### src/rtl/b32le_pkg.sv
package b32le_pkg;

  localparam int unsigned LABEL_MAX_DEF = 50;
  localparam int unsigned DIGIT_W       = 5;
  localparam int unsigned BYTE_W        = 8;
  localparam int unsigned TOK_DIGITS    = 3;

  localparam logic [BYTE_W-1:0] DIGIT_CHARS [32] = '{
    8'h30, 8'h31, 8'h32, 8'h33, 8'h34, 8'h35, 8'h36, 8'h37,
    8'h38, 8'h39, 8'h62, 8'h63, 8'h64, 8'h66, 8'h67, 8'h68,
    8'h6a, 8'h6b, 8'h6c, 8'h6d, 8'h6e, 8'h70, 8'h71, 8'h72,
    8'h73, 8'h74, 8'h75, 8'h76, 8'h77, 8'h78, 8'h79, 8'h7a
  };

  typedef struct packed {
    logic [TOK_DIGITS-1:0][DIGIT_W-1:0] digits;
    logic [1:0]                         ndig;
    logic                               eom;
  } tok_t;

  function automatic logic [BYTE_W-1:0] digit_char(input logic [DIGIT_W-1:0] d);
    return DIGIT_CHARS[d];
  endfunction

endpackage

### src/rtl/b32le_in_if.sv
interface b32le_in_if;
  logic       valid;
  logic       ready;
  logic [7:0] data_byte;
  logic       end_of_message;

  modport source (output valid, output data_byte, output end_of_message, input ready);
  modport sink   (input valid, input data_byte, input end_of_message, output ready);
endinterface

### src/rtl/b32le_out_if.sv
interface b32le_out_if;
  logic       valid;
  logic       ready;
  logic [7:0] out_byte;
  logic       is_length;
  logic       run_last;

  modport source (output valid, output out_byte, output is_length, output run_last,
                  input ready);
  modport sink   (input valid, input out_byte, input is_length, input run_last,
                  output ready);
endinterface

### src/rtl/b32le_ram.sv
module b32le_ram
  import b32le_pkg::*;
#(
  parameter int unsigned WIDTH = DIGIT_W,
  parameter int unsigned DEPTH = LABEL_MAX_DEF
) (
  input  logic                 clk_i,
  input  logic                 we_i,
  input  logic [((DEPTH > 1) ? $clog2(DEPTH) : 1)-1:0] waddr_i,
  input  logic [WIDTH-1:0]     wdata_i,
  input  logic                 re_i,
  input  logic [((DEPTH > 1) ? $clog2(DEPTH) : 1)-1:0] raddr_i,
  output logic [WIDTH-1:0]     rdata_o
);

  logic [WIDTH-1:0] mem_q [DEPTH];
  logic [WIDTH-1:0] rdata_q;

  always_ff @(posedge clk_i) begin
    if (we_i) begin
      mem_q[waddr_i] <= wdata_i;
    end
    if (re_i) begin
      rdata_q <= mem_q[raddr_i];
    end
  end

  assign rdata_o = rdata_q;

endmodule

### src/rtl/b32le_front.sv
module b32le_front
  import b32le_pkg::*;
(
  input  logic       clk_i,
  input  logic       rst_ni,
  b32le_in_if.sink   in_i,
  output logic       tok_valid_o,
  output tok_t       tok_o,
  input  logic       tok_ready_i
);

  logic [3:0]  res_bits_q, res_bits_d;
  logic [2:0]  res_cnt_q, res_cnt_d;
  logic [14:0] v;
  logic [3:0]  bits;
  logic        two;
  logic [2:0]  left;
  logic        accept;

  assign accept = in_i.valid && tok_ready_i;
  assign in_i.ready = tok_ready_i;
  assign tok_valid_o = in_i.valid;

  assign v    = 15'(res_bits_q) | (15'(in_i.data_byte) << res_cnt_q);
  assign bits = 4'(res_cnt_q) + 4'd8;
  assign two  = bits >= 4'd10;
  assign left = two ? 3'(bits - 4'd10) : 3'(bits - 4'd5);

  always_comb begin
    tok_o.digits[0] = v[4:0];
    tok_o.digits[1] = v[9:5];
    tok_o.digits[2] = v[14:10];
    tok_o.ndig      = 2'd1 + 2'(two) + 2'(in_i.end_of_message && (left != 3'd0));
    tok_o.eom       = in_i.end_of_message;
    if (in_i.end_of_message) begin
      res_bits_d = '0;
      res_cnt_d  = '0;
    end else begin
      res_bits_d = two ? v[13:10] : v[8:5];
      res_cnt_d  = left;
    end
  end

  always_ff @(posedge clk_i or negedge rst_ni) begin
    if (!rst_ni) begin
      res_bits_q <= '0;
      res_cnt_q  <= '0;
    end else if (accept) begin
      res_bits_q <= res_bits_d;
      res_cnt_q  <= res_cnt_d;
    end
  end

endmodule

### src/rtl/b32le_queue.sv
module b32le_queue
  import b32le_pkg::*;
(
  input  logic clk_i,
  input  logic rst_ni,
  input  logic wr_valid_i,
  output logic wr_ready_o,
  input  tok_t wr_data_i,
  output logic rd_valid_o,
  input  logic rd_ready_i,
  output tok_t rd_data_o
);

  tok_t       mem_q [2];
  logic       wptr_q, rptr_q;
  logic [1:0] count_q;
  logic       wr, rd;

  assign wr_ready_o = count_q != 2'd2;
  assign rd_valid_o = count_q != 2'd0;
  assign wr = wr_valid_i && wr_ready_o;
  assign rd = rd_ready_i && rd_valid_o;
  assign rd_data_o = mem_q[rptr_q];

  always_ff @(posedge clk_i) begin
    if (wr) begin
      mem_q[wptr_q] <= wr_data_i;
    end
  end

  always_ff @(posedge clk_i or negedge rst_ni) begin
    if (!rst_ni) begin
      wptr_q  <= 1'b0;
      rptr_q  <= 1'b0;
      count_q <= '0;
    end else begin
      if (wr) begin
        wptr_q <= !wptr_q;
      end
      if (rd) begin
        rptr_q <= !rptr_q;
      end
      case ({wr, rd})
        2'b10:   count_q <= count_q + 2'd1;
        2'b01:   count_q <= count_q - 2'd1;
        default: count_q <= count_q;
      endcase
    end
  end

endmodule

### src/rtl/b32le_back.sv
module b32le_back
  import b32le_pkg::*;
#(
  parameter int unsigned LABEL_MAX = LABEL_MAX_DEF
) (
  input  logic       clk_i,
  input  logic       rst_ni,
  input  logic       tok_valid_i,
  input  tok_t       tok_i,
  output logic       tok_ready_o,
  b32le_out_if.source out_o
);

  localparam int unsigned FW = $clog2(LABEL_MAX + 1);
  localparam int unsigned AW = (LABEL_MAX > 1) ? $clog2(LABEL_MAX) : 1;

  typedef enum logic [1:0] {S_PUSH, S_LEN, S_CHAR} state_e;

  state_e        state_q;
  logic [FW-1:0] fill_q, len_q, cnt_q;
  logic [1:0]    idx_q;
  logic          last_q, resume_q;
  logic          out_valid_q, is_length_q, run_last_q;
  logic [7:0]    out_byte_q;

  logic [DIGIT_W-1:0] cur_dig, rdata;
  logic [1:0]         rem;
  logic [FW-1:0]      fill_inc, cnt_inc;
  logic               hit_max, more_emit, push, out_free, char_end;
  logic               out_load;
  logic               ram_re;
  logic [AW-1:0]      ram_raddr;

  assign cur_dig   = tok_i.digits[idx_q];
  assign rem       = tok_i.ndig - 2'd1 - idx_q;
  assign fill_inc  = fill_q + FW'(1);
  assign cnt_inc   = cnt_q + FW'(1);
  assign hit_max   = fill_inc == FW'(LABEL_MAX);
  assign more_emit = (rem != 2'd0) && (tok_i.eom || (FW'(rem) >= FW'(LABEL_MAX)));
  assign push      = (state_q == S_PUSH) && tok_valid_i;
  assign out_free  = !out_valid_q || out_o.ready;
  assign char_end  = cnt_q == (len_q - FW'(1));
  assign out_load  = out_free && ((state_q == S_LEN) || (state_q == S_CHAR));

  assign ram_re    = out_free && ((state_q == S_LEN) || ((state_q == S_CHAR) && !char_end));
  assign ram_raddr = (state_q == S_LEN) ? '0 : cnt_inc[AW-1:0];

  always_comb begin
    case (state_q)
      S_PUSH:  tok_ready_o = push && !hit_max && (rem == 2'd0) && !tok_i.eom;
      S_CHAR:  tok_ready_o = out_free && char_end && !resume_q;
      default: tok_ready_o = 1'b0;
    endcase
  end

  b32le_ram #(
    .WIDTH (DIGIT_W),
    .DEPTH (LABEL_MAX)
  ) u_ram (
    .clk_i   (clk_i),
    .we_i    (push),
    .waddr_i (fill_q[AW-1:0]),
    .wdata_i (cur_dig),
    .re_i    (ram_re),
    .raddr_i (ram_raddr),
    .rdata_o (rdata)
  );

  assign out_o.valid     = out_valid_q;
  assign out_o.out_byte  = out_byte_q;
  assign out_o.is_length = is_length_q;
  assign out_o.run_last  = run_last_q;

  always_ff @(posedge clk_i or negedge rst_ni) begin
    if (!rst_ni) begin
      state_q     <= S_PUSH;
      fill_q      <= '0;
      len_q       <= '0;
      cnt_q       <= '0;
      idx_q       <= '0;
      last_q      <= 1'b0;
      resume_q    <= 1'b0;
      out_valid_q <= 1'b0;
      out_byte_q  <= '0;
      is_length_q <= 1'b0;
      run_last_q  <= 1'b0;
    end else begin
      if (out_load) begin
        out_valid_q <= 1'b1;
      end else if (out_o.ready) begin
        out_valid_q <= 1'b0;
      end
      case (state_q)
        S_PUSH: begin
          if (push) begin
            if (hit_max || ((rem == 2'd0) && tok_i.eom)) begin
              len_q    <= fill_inc;
              last_q   <= !more_emit;
              resume_q <= rem != 2'd0;
              fill_q   <= '0;
              state_q  <= S_LEN;
            end else begin
              fill_q <= fill_inc;
              idx_q  <= (rem == 2'd0) ? 2'd0 : idx_q + 2'd1;
            end
          end
        end
        S_LEN: begin
          if (out_free) begin
            out_byte_q  <= 8'(len_q);
            is_length_q <= 1'b1;
            run_last_q  <= 1'b0;
            cnt_q       <= '0;
            state_q     <= S_CHAR;
          end
        end
        S_CHAR: begin
          if (out_free) begin
            out_byte_q  <= digit_char(rdata);
            is_length_q <= 1'b0;
            run_last_q  <= last_q && char_end;
            if (char_end) begin
              state_q <= S_PUSH;
              idx_q   <= resume_q ? idx_q + 2'd1 : 2'd0;
            end else begin
              cnt_q <= cnt_inc;
            end
          end
        end
        default: state_q <= S_PUSH;
      endcase
    end
  end

endmodule

### src/rtl/base32_label_encoder.sv
// Base32 label encoder: bytes enter on in_i, are packed little-endian into 5-bit
// digits and leave on out_o as length-prefixed labels of up to LABEL_MAX digit
// characters; end_of_message closes the message and flushes the partial label.
// The front end converts a byte into its one to three digits in the cycle it
// is accepted and hands them through a two-entry queue to the back end. The
// back end stores one digit per cycle in the label RAM while no flush is
// under way; a byte yields one or two digits, two or three on a final byte
// with leftover bits. A flush emits the length byte, then the characters read
// back from the label RAM at one a cycle while out_o is ready; the queue takes
// one more byte while a flush is under way. No start-up clearing pass is needed.
module base32_label_encoder
  import b32le_pkg::*;
#(
  parameter int unsigned LABEL_MAX = LABEL_MAX_DEF
) (
  input  logic         clk_i,
  input  logic         rst_ni,
  b32le_in_if.sink     in_i,
  b32le_out_if.source  out_o
);

  logic tf_valid, tf_ready;
  tok_t tf_tok;
  logic tb_valid, tb_ready;
  tok_t tb_tok;

  b32le_front u_front (
    .clk_i       (clk_i),
    .rst_ni      (rst_ni),
    .in_i        (in_i),
    .tok_valid_o (tf_valid),
    .tok_o       (tf_tok),
    .tok_ready_i (tf_ready)
  );

  b32le_queue u_queue (
    .clk_i      (clk_i),
    .rst_ni     (rst_ni),
    .wr_valid_i (tf_valid),
    .wr_ready_o (tf_ready),
    .wr_data_i  (tf_tok),
    .rd_valid_o (tb_valid),
    .rd_ready_i (tb_ready),
    .rd_data_o  (tb_tok)
  );

  b32le_back #(
    .LABEL_MAX (LABEL_MAX)
  ) u_back (
    .clk_i       (clk_i),
    .rst_ni      (rst_ni),
    .tok_valid_i (tb_valid),
    .tok_i       (tb_tok),
    .tok_ready_o (tb_ready),
    .out_o       (out_o)
  );

endmodule
### src/flat_wrapper.sv
// flat-port wrapper written by rule: the top's interface ports become plain ports
module base32_label_encoder_flat import b32le_pkg::*;
#(
  parameter int unsigned LABEL_MAX = LABEL_MAX_DEF
)
  (clk_i, rst_ni, in_i_valid, in_i_data_byte, in_i_end_of_message, in_i_ready, out_o_valid, out_o_out_byte, out_o_is_length, out_o_run_last, out_o_ready);
  b32le_in_if in_i_i ();
  b32le_out_if out_o_i ();
  input  logic clk_i;
  input  logic rst_ni;
  input wire logic [$bits(in_i_i.valid)-1:0] in_i_valid;
  input wire logic [$bits(in_i_i.data_byte)-1:0] in_i_data_byte;
  input wire logic [$bits(in_i_i.end_of_message)-1:0] in_i_end_of_message;
  output wire logic [$bits(in_i_i.ready)-1:0] in_i_ready;
  output wire logic [$bits(out_o_i.valid)-1:0] out_o_valid;
  output wire logic [$bits(out_o_i.out_byte)-1:0] out_o_out_byte;
  output wire logic [$bits(out_o_i.is_length)-1:0] out_o_is_length;
  output wire logic [$bits(out_o_i.run_last)-1:0] out_o_run_last;
  input wire logic [$bits(out_o_i.ready)-1:0] out_o_ready;
  assign in_i_i.valid = in_i_valid;
  assign in_i_i.data_byte = in_i_data_byte;
  assign in_i_i.end_of_message = in_i_end_of_message;
  assign in_i_ready = in_i_i.ready;
  assign out_o_valid = out_o_i.valid;
  assign out_o_out_byte = out_o_i.out_byte;
  assign out_o_is_length = out_o_i.is_length;
  assign out_o_run_last = out_o_i.run_last;
  assign out_o_i.ready = out_o_ready;
  base32_label_encoder #(.LABEL_MAX(LABEL_MAX)) u_core (.clk_i(clk_i), .rst_ni(rst_ni), .in_i(in_i_i), .out_o(out_o_i));
endmodule
### config.mk
export PLATFORM = sky130hd
export DESIGN_NAME = base32_label_encoder_flat
export DESIGN_NICKNAME = d
export VERILOG_FILES = /design/src/rtl/b32le_pkg.sv /design/src/rtl/b32le_in_if.sv /design/src/rtl/b32le_out_if.sv /design/src/rtl/b32le_ram.sv /design/src/rtl/b32le_front.sv /design/src/rtl/b32le_queue.sv /design/src/rtl/b32le_back.sv /design/src/rtl/base32_label_encoder.sv /design/src/flat_wrapper.sv
export SDC_FILE = /design/constraint.sdc
export NUM_CORES = 1
export LEC_CHECK = 0
export BUFFER_PORTS_ARGS = -buffer_cell sky130_fd_sc_hd__buf_2
export CORE_ASPECT_RATIO = 1.4
export CORE_MARGIN = 2
export CORE_UTILIZATION = 55
export CTS_CLUSTER_DIAMETER = 60
export DETAILED_ROUTE_END_ITERATION = 12
export PLACE_DENSITY = 0.81
export SYNTH_ARGS = -nofsm -noshare
export SYNTH_HDL_FRONTEND = slang
export SYNTH_SLANG_ARGS = --single-unit
export TNS_END_PERCENT = 20
### constraint.sdc
create_clock -name clk_i -period 3.8 [get_ports clk_i]
set_clock_uncertainty 0.2 [all_clocks]
set_input_delay 0.57 -clock clk_i [delete_from_list [all_inputs] [get_ports clk_i]]
set_output_delay 0.57 -clock clk_i [all_outputs]
set_load 0.01 [all_outputs]
# Yosys cells after proc, flatten, opt, wreduce, memory -nomap -nowiden
# Memory sizes are Yosys's and may differ from the RTL's. A register that Yosys moved wholly into a read port is not among the register bits.
# Index checks and enable logic that the tools add are counted.
# word_totals
ram_bits,286
register_bits,46
mem_count,3
output_inout_bits,12
word_cells,137
romBits,256
# memory_table
name,words,word_bits,read_ports,rd_clocked_by_memory_dff,write_ports,line_no,text
(no name shown),32,8,1,0,0,b32le_pkg.sv:22,return DIGIT_CHARS[d];
u_core.u_back.u_ram.mem_q,50,5,1,1,1,b32le_ram.sv:16,logic [WIDTH-1:0] mem_q [DEPTH];
u_core.u_queue.mem_q,2,18,1,0,1,b32le_queue.sv:14,tok_t mem_q [2];
# op_classes
addsub,13
n_lt_le_gt_ge,3
bitwise_logic,2
n_reduce_logical,42
n_eq_ne,14
shift,1
muxes,43
# op_table
operator,n
two-way mux 8 bit,4
two-way mux 6 bit,5
two-way mux 2 bit,11
case mux 8 bit (2 select lines),1
logical AND 1 bit,15
OR 4 x 15 -> 15 bit,1
<< shifter 8 x 3 -> 15 bit,1
"inequality test 2 bit, second input constant",7
"adder 6 x 1 -> 6 bit, second input constant",2
case mux 6 bit (2 select lines),1
nonzero test 2 bit,6
binary-select mux 5 bit (select 2 bit),1
AND reduction 5 bit,2
two-way mux 1 bit,9
logical NOT 1 bit,8
two-way mux 4 bit,2
case mux 2 bit (2 select lines),2
equality test 6 bit,1
"equality test 6 bit, second input constant",1
"greater-or-equal comparator 6 bit, second input constant",1
two-way mux 3 bit,2
inverter 5 -> 6 bit,1
case mux 1 bit (2 select lines),3
case mux 2 bit (3 select lines),1
other kinds (21),30

# Logic depth before layout (Yosys ltp)
# Gate-level depths: netlist (run 1).
# depth
ltp_word,10
ltp_mapped,13
depth_no_buf,12

# Hierarchy
# Synthesis (run 1) repeated with hierarchy kept, for this count alone.
# hier_totals
hier_cells,1027
area_unflattened_um2,15014.4
# by_module_without_submodules
module,cells_each,instances,area_each_um2
b32le_ram,576,1,10174.8
b32le_back,272,1,2453.6
b32le_queue,73,1,1501.4
b32le_front,106,1,884.6

# Worst setup path after synthesis (run 1)
# Ideal clock, no wire load.
# synth_path
kind,register to register
from,register u_core.u_queue.rptr_q
to,memory u_core.u_back.u_ram.mem_q[0][1] (netlist bit) (data pin)
synth_period_minus_slack_ps,3185
slack_ps,615
arrival_ps,2507
path_buffers,2
setup_ps,477
path_stages_with_launch,6
path_cell_list,dfrtp_1 > clkbuf_1 > buf_2 > mux4_2 > inv_1 > o22ai_1
# synth_via
elab_chain_len,3
# synth_rtl
item,line_no,text
start: declaration,b32le_queue.sv:15,"logic wptr_q, rptr_q;"
start signal: assignment,b32le_queue.sv:41,rptr_q <= !rptr_q;
memory read (2 x 18 bit),--,
binary-select mux 5 bit (select 2 bit),b32le_back.sv:34,assign cur_dig = tok_i.digits[idx_q];
two-way mux 5 bit (implied by the code),b32le_back.sv:34,
named net u_core.u_back.cur_dig[1],b32le_back.sv:26,"logic [DIGIT_W-1:0] cur_dig, rdata;"
end: declaration,b32le_ram.sv:16,
# The timed path passes the listed nets, and every way through them passes these cells. The select of a mux whose other input is x is not followed.

# Worst setup path after layout (run 1)
# layout_path
from,register u_core.u_back.cnt_q[1]
to,"register u_core.u_back.u_ram.rdata_q[3], in the netlist u_core.u_back.u_ram.rdata_o[3], read port of u_core.u_back.u_ram.mem_q (data pin)"
# layout_via
elab_chain_len,5
elab_cells_between_ends,7
# layout_rtl
item,line_no,text
start: declaration,b32le_back.sv:20,"logic [FW-1:0] fill_q, len_q, cnt_q;"
start signal: assignment,b32le_back.sv:126,cnt_q <= cnt_inc;
branches (longest 5 deep; another with adder 6 x 1 -> 6 bit),--,
end: declaration,b32le_ram.sv:17,logic [WIDTH-1:0] rdata_q;
# Parallel ways; which one is timed is not known.
# A chain may end at the register's enable or synchronous reset.

==> results.rst, run 1 <==
.. list-table::
   :header-rows: 1

   * - Metric
     - Value
   * - Tightest hold margin
     - 87.3 ps
   * - Total number of placement rows
     - about 70
   * - Netlist Area Pre-Place
     - between 10000 and 15000 um2
   * - Worst-path cell chain
     - ha_1, xnor2_2, nor2_2, mux4_1, mux4_2, nor3_2, nor4_2
   * - Min-delay src
     - in_i_end_of_message
   * - Total number of vias
     - between 9000 and 10000
   * - Maximum number of pins on one net before global-route repair
     - slightly above 50
   * - Placed wire-length estimate after detailed placement
     - roughly 22 mm
   * - Vias in the first global route
     - approximately 9100
   * - Final Hold Vio Count
     - 0
   * - Slew Viols, Final
     - 0
   * - Highest fanout seen on the critical path
     - 17
   * - Buffer type at the clock tree root
     - clkbuf_16
   * - Worst r2r path cells
     - 7
   * - Overall power after layout
     - between 10 and 15 mW
   * - Ys async rst share
     - 0.134
   * - # H-tree levels
     - 1
   * - Maximum resistive drop on vdd
     - between 0.6 and 0.7 mV
   * - Starting utilization of the core area
     - 0.555
   * - Main area contributors after synthesis
     - edfxtp_1, dfrtp_1, mux4_2
   * - TritonCTS clock tree
     - built
   * - Mean area per synthesized cell
     - ~14 um2
   * - Total iterations of the first detailed-routing run
     - 6
   * - Iteration-0 DRC Markers
     - approximately 950
   * - Total of endpoints with negative setup slack in the final report
     - 0
   * - # clock sinks
     - around 340
   * - Count of pins on the block boundary
     - 25
   * - Number of stages on the worst hold path
     - 1
   * - Critical path required time
     - 3900 ps
   * - Clock transition at the register clock pins on the worst setup and hold paths after CTS
     - around 70 ps
   * - Global-route wire length before repair
     - around 51 mm
   * - Layout cells sized above 1
     - 0.146
   * - Startpoint-to-endpoint class of the critical path
     - register to register
   * - Cell type with the largest total area after synthesis
     - edfxtp_1
   * - Synth unique cells
     - 70
   * - Synthesized flop and latch total
     - between 300 and 400
   * - Horizontal die dimension
     - about 140 um
   * - Most common library cells after synthesis
     - edfxtp_1, nor2_1, nand2_1
   * - Setup repair after global routing missed its margin
     - no
   * - Most frequently used cell type in the post-synthesis netlist
     - edfxtp_1
   * - Type of destination of the critical path
     - register
   * - Worst reg2reg path endpoint
     - u_core.u_back.u_ram.rdata_o[3]$_DFFE_PP_
   * - Longest Clk Path Bufs
     - 3
   * - Most used DFF post-synth
     - edfxtp_1
   * - Height of the die
     - 198 um
   * - Number of instances in the synthesized netlist
     - ~1000
   * - Placed standard-cell area
     - between 15000 and 20000 um2
   * - Worst slew margin relative to its limit
     - 0.333
   * - Final weighted congestion in routability-driven placement
     - ~0.94
   * - Total global-route track usage
     - 0.240
   * - Portion of the clock cycle consumed by the worst path in the final layout
     - 0.901
   * - Family with the most delay on the worst path
     - multiplexers
   * - Nets in the synthesized netlist
     - between 1000 and 1500
   * - # nets final
     - approximately 1100
   * - Biggest cell delay along the critical path
     - 670 ps
   * - Arrival @ worst endpoint
     - 3520 ps
   * - Yosys Warn Count
     - 0
   * - Top achievable clock speed
     - ~300 MHz
   * - Worst hold-check path type
     - input port to register
   * - R2R setup slack
     - about 380 ps
   * - Area of the die
     - 28200 um2
   * - Signed area change from the synthesized netlist to the final layout
     - 10.0%
   * - Run status
     - completed
   * - Count of input and output buffers
     - 23
   * - Post-synth EDFFs
     - between 200 and 300
   * - Average wire per standard cell
     - about 23 um
   * - Number of max-cap violations
     - 0
   * - Worst skew pair latency
     - between 500 and 600 ps
   * - Total inserted antenna cells
     - 0
   * - Post-CTS Setup Inserts
     - 0
   * - Number of vias per cell
     - 6.50
   * - Filler cell count
     - 1899
   * - Count of buffer and inverter cells on the critical path
     - 0
   * - End of the worst hold path
     - u_core.u_queue.mem_q[1][0]$_DFFE_PP_
   * - Source of the worst register-to-register timing path
     - u_core.u_back.cnt_q[1]$_DFFE_PN0P_
   * - Pwr dens
     - just under 900 nW/um2
   * - Portion of the post-synthesis area used by sequential elements
     - 0.667
   * - Fin crit period
     - roughly 3400 ps
   * - Critical path launch point type
     - register
   * - Area share of the largest cell type after synthesis
     - 0.591
   * - Leak Pwr
     - 5.65 nW
   * - Post-layout instance area
     - between 15000 and 20000 um2
   * - Actual transition at the worst max-transition pin
     - 994 ps
   * - Post-route ant nets
     - 0
   * - Wire length after detailed routing
     - ~33 mm
   * - Post-Route Setup TNS
     - 0 ps
   * - Initial antenna violation count
     - 0
   * - Placeable core area
     - roughly 27000 um2
   * - Aggregate global routing overflow
     - 0
   * - Number of buffers inserted during clock tree synthesis
     - 29
   * - Post-route DRC violation count
     - 0
   * - Slowest CP cell
     - nor2_2
-- state kept, by name (all words and copies together) (netlist names) --
signal and count:
u_core.u_back.state_q 2, u_core.u_front.res_cnt_q 3, u_core.u_queue.count_q 2, u_core.u_back.fill_q 6, u_core.u_back.out_o.out_byte 7, u_core.u_back.len_q 6, u_core.u_front.res_bits_q 4, u_core.u_queue.rptr_q 1
u_core.u_back.u_ram.mem_q 250, u_core.u_back.cnt_q 6, u_core.u_back.resume_q 1, u_core.u_back.out_o.is_length 1, u_core.u_back.idx_q 2, u_core.u_queue.mem_q 36, u_core.u_back.out_o.valid 1, u_core.u_back.u_ram.rdata_o 5
u_core.u_back.out_o.run_last 1, u_core.u_back.last_q 1, u_core.u_queue.wptr_q 1
-- timing repair --
item	in CTS	in global routing
hold endpoints to repair	28	0
hold buffers	1	0
gates resized for setup	0	0
-- worst reg2reg max path, delay by kind of cell (launching register included) --
family	cells	cell delay (ps)
xor+xnor	1	260
fa+ha+maj	1	410
flops	1	450
mux	2	940
simple gates	3	880
-- logic make-up after synthesis --
logic type                 count (synthesis)  synth area share
AOI/OAI and AO/OA                        229             0.105
xor gates and xnor gates                  24            0.0160
adders and majority gates                 17            0.0144
buffers and inverters                     88            0.0270
DFF                                      336             0.667
muxes                                     96            0.0939
other                                      1          0.000254
and+or+nand+nor                          248            0.0757
-- power breakdown --
part / total, mW / internal, mW / leakage (nW) / switching, mW
registers: 5.64 / 5.23 / 3.22 / 0.403
clock network: 2.97 / 1.62 / 0.443 / 1.35
logic: 5.88 / 2.11 / 1.99 / 3.77
-- layout make-up --
class                      instances  area [um2]  area share
sequential                       336        9870       0.607
multi-input combinational        615        4580       0.282
clock buffer                      30         729      0.0449
tap                              328         410      0.0252
timing repair buffer              51         328      0.0202
clock inverter                    23         219      0.0135
inverter                          33         124     0.00762
-- metrics by stage --
step | setup slack (ps) | instances | utilization
finish | 377 | 1416 | 0.610
global route | 240 | 1416 | 0.610
CTS | 394 | 1416 | 0.610
detailed placement | 430 | 1362 | 0.574
global placement | 480 | 1362 | 0.574
floorplan | 615 | 1039 | -
-- how the worst max path moves through the flow --
| stage | startpoint | endpoint | slack, ps | cells past startpoint |
|---|---|---|---|---|
| finish | u_core.u_back.cnt_q[1]$_DFFE_PN0P_ | u_core.u_back.u_ram.rdata_o[3]$_DFFE_PP_ | 380 | 7 |
| global route | u_core.u_back.cnt_q[0]$_DFFE_PN0P_ | u_core.u_back.u_ram.rdata_o[1]$_DFFE_PP_ | 240 | 7 |
| CTS | u_core.u_back.cnt_q[0]$_DFFE_PN0P_ | u_core.u_back.u_ram.rdata_o[1]$_DFFE_PP_ | 390 | 7 |
| detailed placement | u_core.u_back.cnt_q[0]$_DFFE_PN0P_ | u_core.u_back.u_ram.rdata_o[1]$_DFFE_PP_ | 430 | 6 |
| global placement | u_core.u_back.cnt_q[0]$_DFFE_PN0P_ | u_core.u_back.u_ram.rdata_o[1]$_DFFE_PP_ | 480 | 7 |
| floorplan | u_core.u_queue.rptr_q$_DFFE_PN0P_ | u_core.u_back.u_ram.mem_q[0][1]$_DFFE_PP_ | 620 | 5 |
-- cells in the final DEF, fill, tap and decap left out, types with 6 or more instances in the layout --
| master | netlist | routed |
|---|---|---|
| o22ai_1 | 31 | 26 |
| clkinv_1 | 3 | 10 |
| a21oi_1 | 30 | 30 |
| and2_1 | 7 | 7 |
| a21o_1 | 6 | 6 |
| nand3b_1 | 6 | 6 |
| a22oi_1 | 11 | 11 |
| nand2b_1 | 8 | 8 |
| o31ai_1 | 6 | 6 |
| inv_1 | 30 | 30 |
| a22o_1 | 6 | 6 |
| mux2_2 | 19 | 19 |
| clkbuf_16 | 0 | 29 |
| clkinvlp_4 | 0 | 6 |
| nor3_1 | 10 | 10 |
| dfrtp_1 | 45 | 44 |
| o22a_1 | 6 | 6 |
| mux2i_1 | 46 | 46 |
| o21ai_0 | 48 | 48 |
| o21ai_1 | 6 | 6 |
| mux4_2 | 27 | 27 |
| nand3_1 | 19 | 19 |
| ha_1 | 17 | 17 |
| a211oi_1 | 13 | 13 |
| nor2_1 | 105 | 105 |
| edfxtp_1 | 291 | 291 |
| buf_4 | 3 | 27 |
| a221oi_1 | 17 | 17 |
| xor2_1 | 10 | 10 |
| o311ai_0 | 7 | 7 |
| nand2_1 | 66 | 66 |
| nor2b_1 | 10 | 10 |
| xnor2_1 | 12 | 12 |
| buf_2 | 16 | 23 |
| o221ai_1 | 13 | 13 |
-- per-layer routing --
metal | wire length, um | vias to the layer above | global-route usage
li1 | - | 4073 | -
met1 | 11700 | 4565 | 0.281
met2 | 17700 | 456 | 0.431
met3 | 2220 | 108 | 0.0353
met4 | 1570 | 0 | 0.114
met5 | 0 | - | 0
Power figures use the tool's default switching activity.
==> run 2, diff against run 1 <==
--- a/config.mk
+++ b/config.mk
@@ -5,12 +5,14 @@
 export SDC_FILE = /design/constraint.sdc
 export NUM_CORES = 1
 export LEC_CHECK = 0
+export ABC_CLOCK_PERIOD_IN_PS = 3800
 export BUFFER_PORTS_ARGS = -buffer_cell sky130_fd_sc_hd__buf_2
 export CORE_ASPECT_RATIO = 1.4
 export CORE_MARGIN = 2
 export CORE_UTILIZATION = 55
 export CTS_CLUSTER_DIAMETER = 60
 export DETAILED_ROUTE_END_ITERATION = 12
+export GPL_TIMING_DRIVEN = 0
 export PLACE_DENSITY = 0.81
 export SYNTH_ARGS = -nofsm -noshare
 export SYNTH_HDL_FRONTEND = slang
==> run 2 against run 1 <==
The run now ends with negative hold slack left. Clock power hardly changed. Register-to-register slack got worse by 270 ps. Via count increased by 3.5%. Sequential share of layout area shrank 0.81 points.
==> results.rst, run 2 (synthesis gave the netlist of run 1 again) <==
.. list-table::
   :header-rows: 1

   * - Metric
     - Value
   * - TritonCTS clock tree
     - built (unchanged)
   * - R2R setup slack
     - 100 ps (was 380 ps)
   * - Clock transition at the register clock pins on the worst setup and hold paths after CTS
     - 70 ps (about the same)
   * - Worst-case setup slack after placement
     - 111 ps (was 430 ps)
   * - Worst slew margin relative to its limit
     - 0.269 (was 0.333)
   * - Run status
     - finished with violations (was completed)
   * - Portion of the clock cycle consumed by the worst path in the final layout
     - 0.973 (was 0.901)
   * - Number of vias per cell
     - 6.57 (was 6.50)
   * - Post-Route Setup TNS
     - 0 ps (unchanged)
   * - Total number of placement rows
     - 71 (unchanged)
   * - Leak Pwr
     - 5.76 nW (was 5.65 nW)
   * - Count of pins on the block boundary
     - 25 (unchanged)
   * - Slew Viols, Final
     - 0 (unchanged)
   * - Worst hold-check path type
     - input port to asynchronous set/reset pin (was input port to register)
   * - Horizontal die dimension
     - 143 um (unchanged)
   * - Global-route wire length before repair
     - 55.7 mm (was 51.3 mm)
   * - Placed instance count
     - 1395 (was 1362)
   * - Flip-flop count of the largest register after layout
     - 250 (unchanged)
   * - Initial antenna violation count
     - 0 (unchanged)
   * - Most common cell after layout, fill and taps aside
     - edfxtp_1 (unchanged)
   * - Post-route DRC violation count
     - 0 (unchanged)
   * - Arrival @ worst endpoint
     - 3780 ps (was 3520 ps)
   * - Area of the die
     - 28200 um2 (unchanged)
   * - Total of endpoints with negative setup slack in the final report
     - 0 (unchanged)
   * - Signed area change from the synthesized netlist to the final layout
     - 11.5% (was 10.0%)
   * - Vias in the first global route
     - 9732 (was 9128)
   * - # nets final
     - 1129 (was 1096)
   * - Total iterations of the first detailed-routing run
     - 5 (was 6)
   * - Maximum resistive drop on vdd
     - 0.596 mV (was 0.685 mV)
   * - Top achievable clock speed
     - 271 MHz (was 292 MHz)
   * - Final non-filler cell total
     - 1450 (was 1416)
   * - Min setup slack post-route
     - 103 ps (was 377 ps)
   * - Aggregate global routing overflow
     - 0 (unchanged)
   * - Top library cells by usage in the layout, fill and taps aside
     - edfxtp_1, nor2_1, nand2_1 (unchanged)
   * - Height of the die
     - 198 um (unchanged)
   * - Wire length after detailed routing
     - 36.3 mm (was 33.2 mm)
   * - Failing checks
     - negative hold slack
   * - Buffer type at the clock tree root
     - clkbuf_16 (unchanged)
   * - Post-route ant nets
     - 0 (unchanged)
   * - Final cell utilization of the core
     - 0.618 (was 0.610)
   * - # clock sinks
     - 336 (unchanged)
   * - Tightest hold margin
     - -2.77 ps (was 87.3 ps)
   * - Setup repair after global routing missed its margin
     - no (unchanged)
   * - Maximum number of pins on one net before global-route repair
     - 46 (was 51)
   * - # H-tree levels
     - 1 (unchanged)
   * - Total inserted antenna cells
     - 0 (unchanged)
   * - Fin crit period
     - 3700 ps (was 3420 ps)
   * - Largest Register
     - u_core.u_back.u_ram.mem_q (unchanged)
   * - Layout cells sized above 1
     - 0.146 (about the same)
   * - Iteration-0 DRC Markers
     - 1055 (was 946)
   * - Final weighted congestion in routability-driven placement
     - 0.925 (was 0.942)
   * - Number of buffers inserted during clock tree synthesis
     - 30 (was 29)
   * - Placed wire-length estimate after detailed placement
     - 24.5 mm (was 21.7 mm)
   * - Total number of vias
     - 9528 (was 9202)
   * - Startpoint-to-endpoint class of the critical path
     - register to register (unchanged)
   * - Worst skew pair latency
     - 580 ps (about the same)
   * - Final Hold Vio Count
     - 2 (was 0)
   * - Number of max-cap violations
     - 0 (unchanged)
   * - Critical path required time
     - 3880 ps (was 3900 ps)
   * - Highest fanout seen on the critical path
     - 10 (was 17)
   * - Post-CTS Setup Inserts
     - 0 (unchanged)
   * - Count of input and output buffers
     - 23 (unchanged)
   * - Longest Clk Path Bufs
     - 3 (unchanged)
   * - Critical path launch point type
     - register (unchanged)
   * - Type of destination of the critical path
     - register (unchanged)
   * - Total global-route track usage
     - 0.263 (was 0.240)
   * - Placeable core area
     - 26700 um2 (unchanged)
   * - Actual transition at the worst max-transition pin
     - 1100 ps (was 994 ps)
   * - Pwr dens
     - 925 nW/um2 (was 891 nW/um2)
   * - Starting utilization of the core area
     - 0.555 (unchanged)
   * - Overall power after layout
     - 15.2 mW (was 14.5 mW)
   * - Average wire per standard cell
     - 25.0 um (was 23.4 um)
-- run 2: changes by cell type in the layout (fill, tap and decap cells not counted), sizes merged, moves of 2 or more --
cell      previous run  this run
buf                 50        52
clkbuf              30        70
clkinvlp             6         0
clkinv              13        16
bufinv               3         1
inv                 34        32
-- run 2: worst max-delay path, cell delays in order (launching register included) --
cell      delay, ps
dfrtp_1         450
ha_1            310
buf_2           230
clkbuf_1        530
clkbuf_1        630
a311oi_1        200
a211oi_1        660
nor4_2          180
-- run 2: worst paths after layout --
path,from,to,depth (start not counted)
setup reg to reg,u_core.u_back.cnt_q[1]$_DFFE_PN0P_,u_core.u_back.u_ram.rdata_o[3]$_DFFE_PP_,7
hold / removal,rst_ni,u_core.u_front.res_bits_q[1]$_DFFE_PN0P_,1
hold reg to reg,u_core.u_back.out_o.out_byte[5]$_DFFE_PN0P_,u_core.u_back.out_o.out_byte[5]$_DFFE_PN0P_,2
min in group clk_i,in_i_end_of_message,u_core.u_queue.mem_q[0][0]$_DFFE_PP_,1
max in group asynchronous,rst_ni,u_core.u_front.res_cnt_q[2]$_DFFE_PN0P_,1
setup / recovery,u_core.u_back.cnt_q[1]$_DFFE_PN0P_,u_core.u_back.u_ram.rdata_o[3]$_DFFE_PP_,7
-- run 2: per-stage QoR --
step / hold slack (ps) / cell area [um2]
floorplan: 74.4 / 14800
global placement: 263 / 15300
detailed placement: 278 / 15500
CTS: 34.7 / 16500
global route: 74.9 / 16500
finish: -2.77 / 16500
-- run 2: report_power, final --
part	switching (mW)	internal, mW
Sequential	0.265	5.23
Clock	1.33	1.66
Combinational	4.44	2.31
Total	6.04	9.20
-- run 2: what timing repair did --
action / 4_1_cts / 5_1_grt
hold endpoints to repair: 0 / 0
hold buffers: 0 / 0
gates resized for setup: 0 / 1
endpoints found under the setup margin: 0 / 1
-- run 2: area by class of cell --
type	instances	area [um2]
plain buffers	55	275
clock buffers	39	858
clock inverters	16	109
fillers	1907	10200
inverters	33	124
multi-input cells	615	4590
flip-flops and latches	336	9860
well taps	328	410
repair buffers	28	245
-- run 2: per-layer routing --
metal	global-route usage	wire length [um]	vias to the layer above
met5	0	0	-
met4	0.159	2420	0
met3	0.0372	2880	163
met2	0.456	18500	561
met1	0.311	12500	4665
li1	-	-	4139
==> run 3, diff against run 2 <==
--- a/config.mk
+++ b/config.mk
@@ -5,6 +5,7 @@
 export SDC_FILE = /design/constraint.sdc
 export NUM_CORES = 1
 export LEC_CHECK = 0
+export ABC_AREA = 1
 export ABC_CLOCK_PERIOD_IN_PS = 3800
 export BUFFER_PORTS_ARGS = -buffer_cell sky130_fd_sc_hd__buf_2
 export CORE_ASPECT_RATIO = 1.4
==> run 3 against run 2 <==
The flow now finishes without violations. Combinational power decreased by 7.3%. Power about the same. Die area rose by 1.8%.
==> results.rst, run 3 <==
.. list-table::
   :header-rows: 1

   * - Metric
     - Value
   * - Most repeated library cell on the critical path
     - nand2_1 (was clkbuf_1)
   * - Cell type with the largest total area after synthesis
     - edfxtp_1 (unchanged)
   * - Worst slew margin relative to its limit
     - 0.303 (was 0.269)
   * - Worst-path cell chain
     - buf_2, clkbuf_1, nand2_1, nand2_1, ha_1, inv_1, nand2_1, nand2_1, nand2_1, nand2_1, nand2_1, nor2_1, nand2_1, nand2_1, nand2_1, inv_1, ha_1, a21oi_1, o21ai_0, xnor2_1 (was ha_1, buf_2, clkbuf_1, clkbuf_1, a311oi_1, a211oi_1, nor4_2)
   * - Worst hold-check path type
     - input port to register (was input port to asynchronous set/reset pin)
   * - Horizontal die dimension
     - 144 um (was 143 um)
   * - Signed area change from the synthesized netlist to the final layout
     - 12.4% (was 11.5%)
   * - Family with the most delay on the worst path
     - simple AND/OR/NAND/NOR gates (was buffers and inverters)
   * - Yosys Warn Count
     - 0 (unchanged)
   * - Height of the die
     - 200 um (was 198 um)
   * - # nets final
     - 1536 (was 1129)
   * - TritonCTS clock tree
     - built (unchanged)
   * - Total number of vias
     - 11059 (was 9528)
   * - Most used DFF post-synth
     - edfxtp_1 (unchanged)
   * - Fin crit period
     - 3220 ps (was 3700 ps)
   * - Post-route ant nets
     - 0 (unchanged)
   * - Netlist Area Pre-Place
     - 15100 um2 (was 14800 um2)
   * - Placed wire-length estimate after detailed placement
     - 25.3 mm (was 24.5 mm)
   * - Final Hold Vio Count
     - 0 (was 2)
   * - Pwr dens
     - 900 nW/um2 (was 925 nW/um2)
   * - Total number of placement rows
     - 71 (unchanged)
   * - Total area of multi-input combinational cells
     - 4400 um2 (was 4590 um2)
   * - Area share of the largest cell type after synthesis
     - 0.581 (was 0.591)
   * - Number of max-cap violations
     - 0 (unchanged)
   * - Filler cell count
     - 1964 (was 1907)
   * - Largest Register
     - u_core.u_back.u_ram.mem_q (unchanged)
   * - Average wire per standard cell
     - 19.5 um (was 25.0 um)
   * - Total global-route track usage
     - 0.263 (about the same)
   * - Count of buffer and inverter cells on the critical path
     - 4 (was 3)
   * - Mean area per synthesized cell
     - 10.4 um2 (was 14.2 um2)
   * - Min-delay src
     - in_i_end_of_message
   * - Run status
     - completed (was finished with violations)
   * - Layout cells sized above 1
     - 0.0942 (was 0.146)
   * - Buffer type at the clock tree root
     - clkbuf_16 (unchanged)
   * - Top achievable clock speed
     - 311 MHz (was 271 MHz)
   * - Total inserted antenna cells
     - 0 (unchanged)
   * - Post-synth EDFFs
     - 291 (unchanged)
   * - Actual transition at the worst max-transition pin
     - 1050 ps (was 1100 ps)
   * - Arrival @ worst endpoint
     - 3460 ps (was 3780 ps)
   * - Type of destination of the critical path
     - register (unchanged)
   * - Startpoint-to-endpoint class of the critical path
     - register to register (unchanged)
   * - Synthesized flop and latch total
     - 336 (unchanged)
   * - Final cell utilization of the core
     - 0.629 (was 0.618)
   * - Source of the worst register-to-register timing path
     - u_core.u_queue.rptr_q$_DFFE_PN0P_ (was u_core.u_back.cnt_q[1]$_DFFE_PN0P_)
   * - Number of vias per cell
     - 5.84 (was 6.57)
   * - Final non-filler cell total
     - 1894 (was 1450)
   * - Flip-flop count of the largest register after layout
     - 250 (unchanged)
   * - Placeable core area
     - 26900 um2 (was 26700 um2)
   * - Total iterations of the first detailed-routing run
     - 5 (unchanged)
   * - Vias in the first global route
     - 10814 (was 9732)
   * - Wire length after detailed routing
     - 37.0 mm (was 36.3 mm)
   * - Portion of the clock cycle consumed by the worst path in the final layout
     - 0.846 (was 0.973)
   * - Critical path required time
     - 4050 ps (was 3880 ps)
   * - Maximum resistive drop on vdd
     - 0.654 mV (was 0.596 mV)
   * - Slowest CP cell
     - dfrtp_1 (was a211oi_1)
   * - Count of pins on the block boundary
     - 25 (unchanged)
   * - Number of instances in the synthesized netlist
     - 1445 (was 1039)
   * - Count of input and output buffers
     - 23 (unchanged)
   * - Most common cell after layout, fill and taps aside
     - edfxtp_1 (unchanged)
   * - Ys async rst share
     - 0.134 (unchanged)
   * - Aggregate global routing overflow
     - 0 (unchanged)
   * - Total of endpoints with negative setup slack in the final report
     - 0 (unchanged)
   * - Synth unique cells
     - 37 (was 70)
   * - Number of buffers inserted during clock tree synthesis
     - 30 (unchanged)
   * - Area of the die
     - 28700 um2 (was 28200 um2)
   * - Most frequently used cell type in the post-synthesis netlist
     - edfxtp_1 (unchanged)
   * - Overall power after layout
     - 15.2 mW (about the same)
   * - Placed instance count
     - 1838 (was 1395)
   * - Final weighted congestion in routability-driven placement
     - 0.966 (was 0.925)
   * - Nets in the synthesized netlist
     - 1475 (was 1069)
   * - # clock sinks
     - 336 (unchanged)
   * - Clock transition at the register clock pins on the worst setup and hold paths after CTS
     - 70 ps (about the same)
   * - Main area contributors after synthesis
     - edfxtp_1, dfrtp_1, nand2_1 (was edfxtp_1, dfrtp_1, mux4_2)
   * - Slew Viols, Final
     - 0 (unchanged)
   * - Sequential standard cell area
     - 9860 um2 (unchanged)
   * - Worst skew pair latency
     - 560 ps (was 580 ps)
   * - Biggest cell delay along the critical path
     - 420 ps (was 660 ps)
   * - Highest fanout seen on the critical path
     - 10 (unchanged)
   * - Iteration-0 DRC Markers
     - 1204 (was 1055)
   * - Leak Pwr
     - 6.62 nW (was 5.76 nW)
   * - Startpoint of the most critical setup path
     - u_core.u_queue.rptr_q$_DFFE_PN0P_ (was u_core.u_back.cnt_q[1]$_DFFE_PN0P_)
   * - # H-tree levels
     - 1 (unchanged)
   * - Maximum number of pins on one net before global-route repair
     - 46 (unchanged)
   * - Portion of the post-synthesis area used by sequential elements
     - 0.655 (was 0.667)
   * - Top library cells by usage in the layout, fill and taps aside
     - edfxtp_1, nand2_1, nor2_1 (was edfxtp_1, nor2_1, nand2_1)
   * - Critical path launch point type
     - register (unchanged)
   * - Longest Clk Path Bufs
     - 3 (unchanged)
   * - Most common library cells after synthesis
     - edfxtp_1, nand2_1, nor2_1 (was edfxtp_1, nor2_1, nand2_1)
   * - Global-route wire length before repair
     - 57.3 mm (was 55.7 mm)
   * - Post-route DRC violation count
     - 0 (unchanged)
   * - Initial antenna violation count
     - 0 (unchanged)
   * - Setup repair after global routing missed its margin
     - no (unchanged)
   * - Gates resized, CTS repair
     - 0 (unchanged)
   * - Starting utilization of the core area
     - 0.559 (was 0.555)
run 3: kinds of logic (layout without fill, tap and decap cells):
group / count (synthesis) / in the layout / synth area share
compound gates: 238 / 238 / 0.0918
xor+xnor: 10 / 10 / 0.00582
fa+ha+maj: 17 / 17 / 0.0141
buf+inv: 201 / 285 / 0.0562
flops: 336 / 336 / 0.655
mux: 5 / 5 / 0.00333
other cells: 1 / 1 / 0.000249
simple gates: 637 / 637 / 0.173
run 3: area by class of cell:
class                           count  share of cell area
Tap cell                          365              0.0270
Inverter                          139              0.0308
Clock buffer                       35              0.0473
Timing Repair Buffer               29              0.0142
Multi-Input combinational cell    908               0.260
Sequential cell                   336               0.583
Clock inverter                     20              0.0185
Buffer                             62              0.0191
run 3: routing by layer:
metal	global-route usage	routed length, um	up-vias
li1	-	-	5099
met1	0.309	12800	5156
met2	0.466	18900	644
met3	0.0336	3090	160
met4	0.146	2190	0
met5	0	0	-
run 3: worst paths after layout:
| check | end | slack (ps) | cells past startpoint |
|---|---|---|---|
| min in group asynchronous | u_core.u_back.out_o.out_byte[4]$_DFFE_PN0P_ | 510 | 2 |
| worst min register to register | u_core.u_back.out_o.is_length$_DFFE_PN0P_ | 280 | 2 |
| worst max register to register | u_core.u_queue.count_q[1]$_DFFE_PN0P_ | 580 | 20 |
| max in group asynchronous | u_core.u_front.res_bits_q[3]$_DFFE_PN0P_ | 2220 | 2 |
| worst min-delay path | u_core.u_queue.mem_q[1][0]$_DFFE_PP_ | 30 | 1 |
| worst max-delay path | u_core.u_queue.count_q[1]$_DFFE_PN0P_ | 580 | 20 |
run 3: power by group:
| group | leakage (nW) | total (mW) | switching (mW) | internal [mW] |
|---|---|---|---|---|
| clock network | 0.544 | 3.38 | 1.33 | 2.05 |
| registers | 3.23 | 5.60 | 0.246 | 5.35 |
| logic | 2.84 | 6.26 | 4.47 | 1.79 |
| total | 6.62 | 15.2 | 6.05 | 9.19 |
run 3: repair_timing:
action / 4_1_cts / 5_1_grt
buffers inserted: 0 / 0
hold buffers: 1 / 0
setup endpoints to repair: 0 / 0
endpoints found under the hold margin: 3 / 0
run 3: per-stage QoR:
step | TNS [ps] | hold slack [ps] | instance area [um2] | setup slack, ps
after floorplan | 0 | 74.4 | 15100 | 81.4
after global placement | -799910 | 253 | 15600 | -3330
after detailed placement | 0 | 269 | 15800 | 633
after CTS | 0 | 19.5 | 16900 | 601
after global routing | 0 | 43.0 | 16900 | 327
final | 0 | 29.1 | 16900 | 585
